[config.mk]
export PLATFORM = sky130hd
export DESIGN_NAME = bmp24_pixel_deframer_top_flat
export DESIGN_NICKNAME = d
export VERILOG_FILES = /design/src/hw/rtl/bmpd_pkg.sv /design/src/hw/rtl/bmpd_if.sv /design/src/hw/rtl/bmpd_in_reg.sv /design/src/hw/rtl/bmpd_core.sv /design/src/hw/rtl/bmp24_pixel_deframer_top.sv /design/src/flat_wrapper.sv
export SDC_FILE = /design/constraint.sdc
export NUM_CORES = 1
export LEC_CHECK = 0
export BUFFER_PORTS_ARGS = -buffer_cell sky130_fd_sc_hd__buf_2
export CORE_MARGIN = 3
export CORE_UTILIZATION = 55
export DETAILED_ROUTE_END_ITERATION = 6
export GPL_TIMING_DRIVEN = 0
export PLACE_DENSITY = 0.74
export SKIP_LAST_GASP = 1
export SLEW_MARGIN = 0
export SYNTH_ARGS = -nofsm -noshare
export SYNTH_HDL_FRONTEND = slang
export SYNTH_SLANG_ARGS = --single-unit
[constraint.sdc]
create_clock -name clk -period 5.42 [get_ports clk]
set_input_delay 0.271 -clock clk [delete_from_list [all_inputs] [get_ports clk]]
set_output_delay 0.271 -clock clk [all_outputs]
set_load 0.01 [all_outputs]
[src/hw/rtl/bmpd_pkg.sv]
// package for the bitmap deframer: header positions, item types
`default_nettype none
package bmpd_pkg;

  localparam int unsigned PosW = 32;

  localparam logic [PosW-1:0] HDR_OFFSET_POS = PosW'(10);
  localparam logic [PosW-1:0] HDR_WIDTH_POS  = PosW'(18);
  localparam logic [PosW-1:0] HDR_HEIGHT_POS = PosW'(22);
  localparam logic [PosW-1:0] HDR_END_POS    = PosW'(26);
  localparam logic [PosW-1:0] HDR_WORD_LEN   = PosW'(4);
  localparam logic [1:0]      HDR_LANE_BIAS  = 2'd2;
  localparam logic [1:0]      PIX_BYTE_LAST  = 2'd2;

  typedef struct packed {
    logic [7:0] byte_value;
    logic       file_start;
  } byte_item_t;

  typedef struct packed {
    logic [7:0] chan_first;
    logic [7:0] chan_second;
    logic [7:0] chan_third;
    logic       row_last;
    logic       image_last;
  } pix_item_t;

  function automatic logic [PosW-1:0] put_le_byte(input logic [PosW-1:0] word,
                                                  input logic [1:0] lane,
                                                  input logic [7:0] b);
    logic [PosW-1:0] res;
    res = word;
    case (lane)
      2'd0:    res[7:0]   = b;
      2'd1:    res[15:8]  = b;
      2'd2:    res[23:16] = b;
      default: res[31:24] = b;
    endcase
    return res;
  endfunction

endpackage
`default_nettype wire

[src/hw/rtl/bmpd_if.sv]
// stream interfaces for file bytes and pixels
`default_nettype none
interface bmpd_byte_if;
  logic       valid;
  logic       ready;
  logic [7:0] byte_value;
  logic       file_start;

  modport source (output valid, output byte_value, output file_start, input ready);
  modport sink   (input valid, input byte_value, input file_start, output ready);
endinterface

interface bmpd_pix_if;
  logic       valid;
  logic       ready;
  logic [7:0] chan_first;
  logic [7:0] chan_second;
  logic [7:0] chan_third;
  logic       row_last;
  logic       image_last;

  modport source (output valid, output chan_first, output chan_second, output chan_third,
                  output row_last, output image_last, input ready);
  modport sink   (input valid, input chan_first, input chan_second, input chan_third,
                  input row_last, input image_last, output ready);
endinterface
`default_nettype wire

[src/hw/rtl/bmpd_in_reg.sv]
// input register for the byte stream
`default_nettype none
module bmpd_in_reg
  import bmpd_pkg::*;
(
  input  wire logic   clk,
  input  wire logic   rst,
  bmpd_byte_if.sink   bytes,
  output byte_item_t  item,
  output logic        item_valid,
  input  wire logic   item_take
);

  assign bytes.ready = !item_valid || item_take;

  always_ff @(posedge clk) begin
    if (rst) begin
      item_valid <= 1'b0;
    end else if (bytes.ready) begin
      item_valid <= bytes.valid;
    end
  end

  always_ff @(posedge clk) begin
    if (bytes.valid && bytes.ready) begin
      item.byte_value <= bytes.byte_value;
      item.file_start <= bytes.file_start;
    end
  end

endmodule
`default_nettype wire

[src/hw/rtl/bmpd_core.sv]
// header capture, pixel grouping, row padding and result register
`default_nettype none
module bmpd_core
  import bmpd_pkg::*;
(
  input  wire logic        clk,
  input  wire logic        rst,
  input  wire byte_item_t  item,
  input  wire logic        item_valid,
  output logic             item_take,
  bmpd_pix_if.source       pixels
);

  logic [PosW-1:0] byte_position, byte_position_next;
  logic [PosW-1:0] pixel_data_offset, pixel_data_offset_next;
  logic [PosW-1:0] image_width, image_width_next;
  logic [PosW-1:0] image_height, image_height_next;
  logic [1:0]      byte_in_pixel, byte_in_pixel_next;
  logic [7:0]      held_bytes [2];
  logic [7:0]      held_bytes_next [2];
  logic [PosW-1:0] column_count, column_count_next;
  logic [PosW-1:0] row_count, row_count_next;
  logic [1:0]      pad_left, pad_left_next;
  logic            image_done, image_done_next;

  logic            out_valid;
  pix_item_t       out_item;
  logic            produced;
  pix_item_t       res;

  logic [PosW-1:0] pos, off, wid, hgt, col, row;
  logic [1:0]      bip, pad;
  logic            done;
  logic [1:0]      lane;
  logic [PosW-1:0] col_inc, row_inc;

  assign item_take = item_valid && (!out_valid || pixels.ready);

  always_comb begin
    // a file start clears the position, header and counter state before the byte is handled
    pos  = item.file_start ? '0 : byte_position;
    off  = item.file_start ? '0 : pixel_data_offset;
    wid  = item.file_start ? '0 : image_width;
    hgt  = item.file_start ? '0 : image_height;
    col  = item.file_start ? '0 : column_count;
    row  = item.file_start ? '0 : row_count;
    bip  = item.file_start ? 2'd0 : byte_in_pixel;
    pad  = item.file_start ? 2'd0 : pad_left;
    done = item.file_start ? 1'b0 : image_done;
    lane = pos[1:0] - HDR_LANE_BIAS;
    col_inc = col + PosW'(1);
    row_inc = row + PosW'(1);

    pixel_data_offset_next = off;
    image_width_next       = wid;
    image_height_next      = hgt;
    column_count_next      = col;
    row_count_next         = row;
    byte_in_pixel_next     = bip;
    pad_left_next          = pad;
    image_done_next        = done;
    held_bytes_next[0]     = item.file_start ? 8'd0 : held_bytes[0];
    held_bytes_next[1]     = item.file_start ? 8'd0 : held_bytes[1];
    produced               = 1'b0;
    res.chan_first         = held_bytes_next[0];
    res.chan_second        = held_bytes_next[1];
    res.chan_third         = item.byte_value;
    res.row_last           = 1'b0;
    res.image_last         = 1'b0;

    if (pos >= HDR_OFFSET_POS && pos < HDR_OFFSET_POS + HDR_WORD_LEN) begin
      pixel_data_offset_next = put_le_byte(off, lane, item.byte_value);
    end else if (pos >= HDR_WIDTH_POS && pos < HDR_WIDTH_POS + HDR_WORD_LEN) begin
      image_width_next = put_le_byte(wid, lane, item.byte_value);
    end else if (pos >= HDR_HEIGHT_POS && pos < HDR_HEIGHT_POS + HDR_WORD_LEN) begin
      image_height_next = put_le_byte(hgt, lane, item.byte_value);
    end else if (pos >= HDR_END_POS && pos >= off && !done && wid != '0 && hgt != '0) begin
      if (pad != 2'd0) begin
        pad_left_next = pad - 2'd1;
      end else if (bip != PIX_BYTE_LAST) begin
        held_bytes_next[bip[0]] = item.byte_value;
        byte_in_pixel_next      = bip + 2'd1;
      end else begin
        byte_in_pixel_next = 2'd0;
        column_count_next  = col_inc;
        produced           = 1'b1;
        if (col_inc == wid) begin
          res.row_last      = 1'b1;
          column_count_next = '0;
          row_count_next    = row_inc;
          if (row_inc == hgt) begin
            res.image_last  = 1'b1;
            image_done_next = 1'b1;
          end else begin
            pad_left_next = wid[1:0];
          end
        end
      end
    end

    // saturating file position
    byte_position_next = (pos != '1) ? pos + PosW'(1) : pos;
  end

  always_ff @(posedge clk) begin
    if (rst) begin
      byte_position     <= '0;
      pixel_data_offset <= '0;
      image_width       <= '0;
      image_height      <= '0;
      byte_in_pixel     <= 2'd0;
      held_bytes[0]     <= 8'd0;
      held_bytes[1]     <= 8'd0;
      column_count      <= '0;
      row_count         <= '0;
      pad_left          <= 2'd0;
      image_done        <= 1'b0;
      out_valid         <= 1'b0;
    end else begin
      if (item_take) begin
        byte_position     <= byte_position_next;
        pixel_data_offset <= pixel_data_offset_next;
        image_width       <= image_width_next;
        image_height      <= image_height_next;
        byte_in_pixel     <= byte_in_pixel_next;
        held_bytes[0]     <= held_bytes_next[0];
        held_bytes[1]     <= held_bytes_next[1];
        column_count      <= column_count_next;
        row_count         <= row_count_next;
        pad_left          <= pad_left_next;
        image_done        <= image_done_next;
        out_valid         <= produced;
      end else if (pixels.ready) begin
        out_valid <= 1'b0;
      end
    end
  end

  always_ff @(posedge clk) begin
    if (item_take && produced) begin
      out_item <= res;
    end
  end

  assign pixels.valid       = out_valid;
  assign pixels.chan_first  = out_item.chan_first;
  assign pixels.chan_second = out_item.chan_second;
  assign pixels.chan_third  = out_item.chan_third;
  assign pixels.row_last    = out_item.row_last;
  assign pixels.image_last  = out_item.image_last;

  a_new_result_from_byte: assert property (@(posedge clk) disable iff (rst)
    (out_valid && !$past(out_valid)) |-> $past(item_valid))
    else $error("result appeared without a byte in the input register");

  a_pad_between_pixels: assert property (@(posedge clk) disable iff (rst)
    (pad_left != 2'd0) |-> (byte_in_pixel == 2'd0))
    else $error("row padding while a pixel is partly held");

  a_pixel_count_range: assert property (@(posedge clk) disable iff (rst)
    byte_in_pixel != 2'd3)
    else $error("byte count within pixel out of range");

  a_image_last_ends_row: assert property (@(posedge clk) disable iff (rst)
    (out_valid && out_item.image_last) |-> out_item.row_last)
    else $error("last pixel of image not marked as last of row");

  a_done_no_pad: assert property (@(posedge clk) disable iff (rst)
    image_done |-> (pad_left == 2'd0 && column_count == '0))
    else $error("padding or column count left after image end");

endmodule
`default_nettype wire

[src/hw/rtl/bmp24_pixel_deframer_top.sv]
// 24-bit bitmap deframer: one file byte per transfer in, one pixel per transfer out
// output: a pixel is offered from the result register after its third byte has passed the input register
// throughput: one byte per cycle unless the pixel output stalls, set by the single state update
//   between the input register and the result register; at most one pixel per three bytes
// reset: rst is synchronous and clears position, header words, counters and valids;
//   a byte marked file_start clears position, header words and counters before it is handled
`default_nettype none
module bmp24_pixel_deframer_top
  import bmpd_pkg::*;
(
  input  wire logic  clk,
  input  wire logic  rst,
  bmpd_byte_if.sink  bytes,
  bmpd_pix_if.source pixels
);

  byte_item_t item;
  logic       item_valid;
  logic       item_take;

  bmpd_in_reg u_in_reg (
    .clk        (clk),
    .rst        (rst),
    .bytes      (bytes),
    .item       (item),
    .item_valid (item_valid),
    .item_take  (item_take)
  );

  bmpd_core u_core (
    .clk        (clk),
    .rst        (rst),
    .item       (item),
    .item_valid (item_valid),
    .item_take  (item_take),
    .pixels     (pixels)
  );

endmodule
`default_nettype wire

[src/flat_wrapper.sv]
// flat-port wrapper written by rule: the top's interface ports become plain ports
module bmp24_pixel_deframer_top_flat import bmpd_pkg::*;
  (clk, rst, bytes_valid, bytes_byte_value, bytes_file_start, bytes_ready, pixels_valid, pixels_chan_first, pixels_chan_second, pixels_chan_third, pixels_row_last, pixels_image_last, pixels_ready);
  bmpd_byte_if bytes_i ();
  bmpd_pix_if pixels_i ();
  input  wire logic clk;
  input  wire logic rst;
  input wire logic [$bits(bytes_i.valid)-1:0] bytes_valid;
  input wire logic [$bits(bytes_i.byte_value)-1:0] bytes_byte_value;
  input wire logic [$bits(bytes_i.file_start)-1:0] bytes_file_start;
  output wire logic [$bits(bytes_i.ready)-1:0] bytes_ready;
  output wire logic [$bits(pixels_i.valid)-1:0] pixels_valid;
  output wire logic [$bits(pixels_i.chan_first)-1:0] pixels_chan_first;
  output wire logic [$bits(pixels_i.chan_second)-1:0] pixels_chan_second;
  output wire logic [$bits(pixels_i.chan_third)-1:0] pixels_chan_third;
  output wire logic [$bits(pixels_i.row_last)-1:0] pixels_row_last;
  output wire logic [$bits(pixels_i.image_last)-1:0] pixels_image_last;
  input wire logic [$bits(pixels_i.ready)-1:0] pixels_ready;
  assign bytes_i.valid = bytes_valid;
  assign bytes_i.byte_value = bytes_byte_value;
  assign bytes_i.file_start = bytes_file_start;
  assign bytes_ready = bytes_i.ready;
  assign pixels_valid = pixels_i.valid;
  assign pixels_chan_first = pixels_i.chan_first;
  assign pixels_chan_second = pixels_i.chan_second;
  assign pixels_chan_third = pixels_i.chan_third;
  assign pixels_row_last = pixels_i.row_last;
  assign pixels_image_last = pixels_i.image_last;
  assign pixels_i.ready = pixels_ready;
  bmp24_pixel_deframer_top u_core (.clk(clk), .rst(rst), .bytes(bytes_i), .pixels(pixels_i));
endmodule
==> Word-level counts from Yosys, hierarchy flattened <==
Memory sizes are Yosys's and may differ from the RTL's.
Index checks and enable logic that the tools add are counted.
{ "word_totals": {"reg_bits": 234, "latchBits": 0, "ramBits": 16, "romBits": 0, "input_bits": 13, "output_inout_bits": 28, "elab_cells": 162, "memories": 1} }
{ "mem_list": {"columns": ["memory", "depth", "word_bits", "rd", "rd_clocked_by_memory_dff", "write_ports", "line_no", "rtl"], "rows": [
  ["u_core.u_core.held_bytes", 2, 8, 2, 0, 2, "bmpd_core.sv:19", "logic [7:0] held_bytes [2];"]
]} }
{ "op_classes": {"add_sub_neg": 6, "n_mul": 0, "div_mod_pow": 0, "order_cmp": 10, "n_eq_ne": 6, "n_shift": 0, "muxes": 92, "n_bitwise": 5, "n_reduce_logical": 24} }
{ "op_table": {"columns": ["cell", "count"], "rows": [
  ["two-way mux 32 bit", 27],
  ["two-way mux 8 bit", 17],
  ["adder 32 x 1 -> 32 bit, second input constant", 3],
  ["greater-or-equal comparator 32 x 5 -> 1 bit, second input constant", 3],
  ["two-way mux 16 bit", 6],
  ["equality test 32 bit", 2],
  ["less-than comparator 32 x 5 -> 1 bit, second input constant", 2],
  ["nonzero test 32 bit", 2],
  ["two-way mux 2 bit", 17],
  ["greater-or-equal comparator 32 bit", 1],
  ["greater-or-equal comparator 32 x 4 -> 1 bit, second input constant", 1],
  ["less-than comparator 32 x 4 -> 1 bit, second input constant", 1],
  ["!= test 32 bit, second input constant", 1],
  ["two-way mux 1 bit", 23],
  ["bitwise mux 16 bit", 1],
  ["logical AND 1 bit", 11],
  ["demux 8 bit (select 1 bit)", 1],
  ["OR reduction 7 bit", 1],
  ["OR reduction 6 bit", 1],
  ["nonzero test 2 bit", 2],
  ["zero test 1 bit", 3],
  ["OR reduction 3 bit", 1],
  ["adder 2 x 1 -> 2 bit, second input constant", 1],
  ["equality test 2 x 1 -> 1 bit, second input constant", 1],
  ["other kinds (11)", 14]
]} }

==> Depth between registers and ports, before layout <==
{ "depth": {"word_depth": 14, "depth_mapped": 25, "ltp_nobuf": 12} }

==> Cells and area by module <==
From an unflattened synthesis, not the netlist that was laid out.
{ "hier_totals": {"cells_unflattened": 1798, "area_unflattened_um2": 14835.5} }
{ "modules_own_cells": {"columns": ["mod", "n_inst", "cells_each", "area_each_um2", "seq_area_each_um2"], "rows": [
  ["bmpd_core", 1, 1784, 14510.2, 5225.0],
  ["bmpd_in_reg", 1, 14, 325.3, 290.3]
]} }

==> Worst setup path before layout <==
No wires, ideal clock.
{ "synth_timing": {"path_type": "register to register", "startpoint": "register, netlist name u_core.u_in_reg.item[0]", "endpoint": "register u_core.u_core.out_item (netlist bit u_core.u_core.pixels.chan_first[0]) (enable)", "setup_ns": 0.409, "t_arrival_ns": 5.386, "t_required_ns": 5.011, "path_slack_ns": -0.375, "stages_incl_launch_ff": 20, "path_buffers": 11, "synth_period_minus_slack_ns": 5.795, "path_cell_list": "edfxtp_1 > buf_6 > buf_2 > buf_2 > buf_2 > buf_2 > buf_1 > buf_2 > buf_1 > clkbuf_1 > clkbuf_1 > clkbuf_1 > nor2b_1 > ha_1 > nand4_1 > nor4_1 > nand4_1 > o211ai_1 > o211ai_1 > nor2_1"} }
{ "synth_between": {"elab_chain_len": 11, "elab_cells_between_ends": 34, "cone_classes": "order compare (8); eq/ne (1); mux (13); reduce/logical (12)"} }
{ "synth_rtl": {"columns": ["item", "line_no", "rtl"], "rows": [
  ["two-way mux 32 bit, on equally long branches", "bmpd_core.sv:41, bmpd_core.sv:42", null],
  ["greater-or-equal comparator 32 x 5 -> 1 bit / greater-or-equal comparator 32 bit (equally long branches)", "bmpd_core.sv:77", "end else if (pos >= HDR_END_POS && pos >= off && !done && wid != '0 && hgt != '0) begin"],
  ["logical AND 1 bit (4 in a row)", "bmpd_core.sv:77", null],
  ["two-way mux 1 bit", "bmpd_core.sv:77", null],
  ["two-way mux 1 bit", "bmpd_core.sv:75", "end else if (pos >= HDR_HEIGHT_POS && pos < HDR_HEIGHT_POS + HDR_WORD_LEN) begin"],
  ["two-way mux 1 bit", "bmpd_core.sv:73", "end else if (pos >= HDR_WIDTH_POS && pos < HDR_WIDTH_POS + HDR_WORD_LEN) begin"],
  ["two-way mux 1 bit (*)", "bmpd_core.sv:71", "if (pos >= HDR_OFFSET_POS && pos < HDR_OFFSET_POS + HDR_WORD_LEN) begin"],
  ["logical AND 1 bit (*)", "bmpd_core.sv:140", "if (item_take && produced) begin"],
  ["to (signal assigned)", "bmpd_core.sv:141", "out_item <= res;"],
  ["to (decl)", "bmpd_core.sv:27", "pix_item_t out_item;"]
]} }
Every way passes the cells marked *; elsewhere a longest branch is shown, timed or not.
A chain may end at the register's enable or synchronous reset.

==> Worst setup path in the final report <==
{ "layout_timing": {"startpoint": "register, netlist name u_core.u_in_reg.item[0]", "endpoint": "register u_core.u_core.row_count[3]"} }
{ "layout_between": {"elab_chain_len": 10, "elab_cells_between_ends": 39, "cone_classes": "add/sub (2); order compare (8); eq/ne (2); mux (16); reduce/logical (11)"} }
{ "layout_rtl": {"columns": ["item", "line_no", "rtl"], "rows": [
  ["two-way mux 32 bit, on equally long branches", "bmpd_core.sv:45, bmpd_core.sv:41, bmpd_core.sv:42", null],
  ["adder 32 x 1 -> 32 bit, or another cell as far along", "bmpd_core.sv:51", "col_inc = col + PosW'(1);"],
  ["equality test 32 bit / logical AND 1 bit (equally long branches)", "bmpd_core.sv:87, bmpd_core.sv:77", null],
  ["two-way mux 32 bit / logical AND 1 bit (equally long branches)", "bmpd_core.sv:87, bmpd_core.sv:77", null],
  ["two-way mux 32 bit / logical AND 1 bit (equally long branches)", "bmpd_core.sv:80, bmpd_core.sv:77", null],
  ["two-way mux 32 bit / logical AND 1 bit (equally long branches)", "bmpd_core.sv:78, bmpd_core.sv:77", null],
  ["two-way mux 32 bit", "bmpd_core.sv:77", null],
  ["two-way mux 32 bit", "bmpd_core.sv:75", null],
  ["two-way mux 32 bit", "bmpd_core.sv:73", null],
  ["two-way mux 32 bit (*)", "bmpd_core.sv:71", null],
  ["to (signal assigned)", "bmpd_core.sv:129", "row_count <= row_count_next;"],
  ["to (decl)", "bmpd_core.sv:22", "logic [PosW-1:0] row_count, row_count_next;"]
]} }
Marks and branches as above.

==> key figures <==
Status
  • Outcome: finished clean

Routing
  • Total number of vias: 15700
  • Antenna-violating nets left: 0
  • Routed WL: 57800 um
  • Vias/cell: 6.81
  • Residual DRC: 0
  • Starting DRT DRC Count: 2114
  • DR WL/cell: 25.1 um
  • First-pass detailed-route iteration total: 6

STA
  • Max-slew violation count: 0
  • Max frequency: 190 MHz
  • Final setup viols: 0
  • Tmin final: 5.26 ns
  • Worst clock skew: 0.0162 ns
  • Final period util: 97.1%
  • RSZ-0062 raised after global routing: false
  • Max_slew headroom: 14.0%
  • Slew @ Worst Pin: 1.28 ns
  • Final WS setup: 0.157 ns
  • Hold Violations, Final: 0

Final layout
  • # fillers: 2252
  • Layout cells sized above 1: 12.2%
  • Area of the multi-input gates: 9250 sq um
  • FF/Latch Area: 5520 sq um
  • Syn-to-layout area delta: 16.8%
  • Commonest non-fill, non-tap cell in the layout: dfxtp_1
  • Final net count: 1994
  • Most frequent cells in the layout: dfxtp_1 (199), nand2_1 (195), nor2_1 (174), clkbuf_1 (96), o21ai_0 (87)

Setup path
  • R2r setup slk: 0.16 ns
  • Arrival @ worst endpoint: 5.73 ns
  • Worst Setup End Kind: flip-flop
  • Cell chain of the critical path: buf_4 -> buf_8 -> buf_8 -> buf_12 -> buf_12 -> buf_8 -> clkbuf_8 -> clkbuf_16 -> nor2b_1 -> ha_2 -> buf_4 -> buf_4 -> nand2b_1 -> o211a_1 -> o32a_1 -> nor4_1 -> nand2_1 -> nor4b_4 -> nand2_4 -> or4_1 -> a32o_1
  • Crit Path Category: reg -> reg
  • Worst setup SP type: flip-flop
  • Slowest stage delay, CP: 0.56 ns
  • Slowest CP cell: nor4_1
  • Worst EP required: 5.89 ns
  • Max FO, Critical Path: 19

Yosys
  • Syn Nets: 1883
  • YS warnings: 0
  • EDFF count, synth: 51
  • Synth unique cells: 90
  • Sequential element share of the synthesized area: 36.4%
  • Synth Cell Area: 15200 sq um
  • Synth Register Bits: 250
  • Prevailing post-synth register cell: dfxtp_1
  • Syn avg cell area: 8.27 sq um
  • Post-synth ARST share: 0%
  • Syn Inst Count: 1833

Die
  • # rows: 60
  • Die Area: 29600 sq um
  • Initial core utilization: 56.1%
  • Die width: 172 um
  • Die Y: 172 um
  • IO Count: 41
  • Core ar.: 27000 sq um

Flow run
  • Total of max-cap violations: 0

Global route
  • Initial antenna violation count: 0
  • Pin count of the biggest net entering global routing: 17
  • Total grt overflow: 0
  • Global-route wire length before repair: 87600 um
  • Vias in the first global route: 14700
  • Gr usage total: 38.4%

Worst hold path
  • Min-delay worst type: in -> reg

Clock network
  • Num CTS Buffers: 29
  • H-tree depth: 1
  • CTS Root Buffer Type: clkbuf_16
  • CTS Sinks: 250
  • CTS tree: yes
  • CTS clock-pin slew for the worst setup and hold paths: 0.06 ns
  • Worst skew pair latency: 0.57 ns
  • Clk buf depth: 3

Placement
  • Post-DP HPWL: 40500 um
  • Port bufs: 39
  • Final GP Congestion: 1.03
  • Dpl ws: -4.09 ns

Power and ir drop
  • Worst VDD drop: 0.350 mV
  • PD cells: 246 nW/um^2
  • Lkg Pwr: 6.43 nW
  • Total chip power: 4.35 mW
where the power goes:
part | switching, mW | internal (mW) | total (mW) | leakage, nW
registers | 0.0173 | 1.91 | 1.93 | 2.10
clock network | 0.820 | 1.29 | 2.11 | 0.497
logic | 0.233 | 0.0780 | 0.311 | 3.83
metal layers:
| layer | routed length (um) | up-vias | track usage, % |
|---|---|---|---|
| li1 | - | 7055 | - |
| met3 | 6950 | 210 | 8.00 |
| met4 | 2780 | 0 | 17.2 |
| met1 | 23300 | 7394 | 53.4 |
| met5 | 0 | - | 0 |
| met2 | 24800 | 1050 | 57.9 |
state kept, by name, summed over array words and instances, names as in the netlist:
| name | count |
|---|---|
| u_core.u_core.row_count | 32 |
| u_core.u_core.image_done | 1 |
| u_core.u_core.pixels.chan_first | 8 |
| u_core.u_core.held_bytes | 16 |
| u_core.u_core.byte_position | 32 |
| u_core.u_in_reg.item_valid | 1 |
| u_core.u_in_reg.item | 9 |
| u_core.u_core.pixels.image_last | 1 |
| u_core.u_core.pixel_data_offset | 32 |
| u_core.u_core.byte_in_pixel | 2 |
| u_core.u_core.pixels.chan_third | 8 |
| u_core.u_core.pixels.row_last | 1 |
| u_core.u_core.image_height | 32 |
| u_core.u_core.pixels.valid | 1 |
| u_core.u_core.image_width | 32 |
| u_core.u_core.column_count | 32 |
| u_core.u_core.pad_left | 2 |
| u_core.u_core.pixels.chan_second | 8 |
cell families after synthesis:
family                     share of synthesized area, %
and+or+nand+nor                                    28.7
DFF                                                36.4
adders and majority gates                          3.05
buffers and inverters                              4.61
muxes                                              1.64
AOI/OAI and AO/OA                                  20.1
xor gates and xnor gates                           5.55
area by class of cell:
| class | count | area share, % |
|---|---|---|
| multi-input combinational | 1413 | 52.3 |
| sequential | 250 | 31.2 |
| clock buffer | 41 | 4.64 |
| buffer | 141 | 4.60 |
| timing repair buffer | 84 | 3.27 |
| tap | 341 | 2.41 |
| clock inverter | 12 | 1.13 |
| inverter | 25 | 0.530 |
| antenna | 1 | 0.0141 |
worst max-delay path, delay by kind of cell (launching register included):
kind	cells	cell delay (ns)
and+or+nand+nor	7	2.08
buffers and inverters	10	1.78
AOI/OAI and AO/OA	3	0.74
DFF	1	0.32
adders and majority gates	1	0.18
metrics by stage:
stage               area, sq um  utilization, %  std cells  setup TNS (ns)  hold WS, ns
finish                    17700            65.5       2308               0       0.0911
global route              17700            65.5       2307               0        0.132
CTS                       17600            65.0       2301               0       0.0622
detailed placement        15800            58.5       2214         -620.97        0.443
global placement          15800            58.4       2213         -633.53        0.426
floorplan                 15200               -       1833               0        0.370
path summary, 6_finish.rpt:
kind | startpoint | cells after the start | endpoint
min reg2reg | u_core.u_core.image_done | 2 | u_core.u_core.image_done
max | u_core.u_in_reg.item[0] | 21 | u_core.u_core.row_count[3]
max reg2reg | u_core.u_in_reg.item[0] | 21 | u_core.u_core.row_count[3]
min | pixels_ready | 4 | u_core.u_in_reg.item_valid
synth_stat cells, types with 6 or more instances:
cell type / n / area [sq um]
nor4b_1: 6 / 52.6
xor2_1: 30 / 263
xnor2_1: 66 / 578
mux2_2: 7 / 78.8
nor2b_1: 60 / 375
nand3b_1: 12 / 90.1
a22oi_1: 48 / 360
a22o_1: 59 / 517
a21oi_1: 62 / 310
a32o_1: 8 / 80.1
and3_1: 32 / 200
o211ai_1: 19 / 143
clkbuf_1: 111 / 417
mux2i_1: 17 / 170
a21o_1: 6 / 45.0
and2_1: 26 / 163
nand2b_1: 14 / 87.6
buf_1: 10 / 37.5
o311ai_0: 11 / 96.3
nor3_1: 31 / 155
nor2_1: 175 / 657
ha_1: 37 / 463
and4_1: 11 / 96.3
o21a_1: 6 / 45.0
nand4_1: 56 / 350
or3_1: 12 / 75.1
and3b_1: 7 / 61.3
nand3_1: 70 / 350
inv_1: 23 / 86.3
a211oi_1: 11 / 82.6
nor4_1: 60 / 375
dfxtp_1: 199 / 3980
edfxtp_1: 51 / 1530
or4_1: 20 / 150
buf_2: 19 / 95.1
o21ai_0: 87 / 435
a31oi_1: 34 / 213
nand4b_1: 8 / 70.1
or2_2: 7 / 43.8
nand2_1: 197 / 739
what timing repair did:
action,4_1_cts,5_1_grt
pin swaps,24,11
setup endpoints to repair,242,131
resized for setup,120,30
hold buffers,10,0
gates cloned,1,0
endpoints found under the hold margin,10,0
setup buffers,26,8
Note: power is estimated with default switching activity, not from simulation.
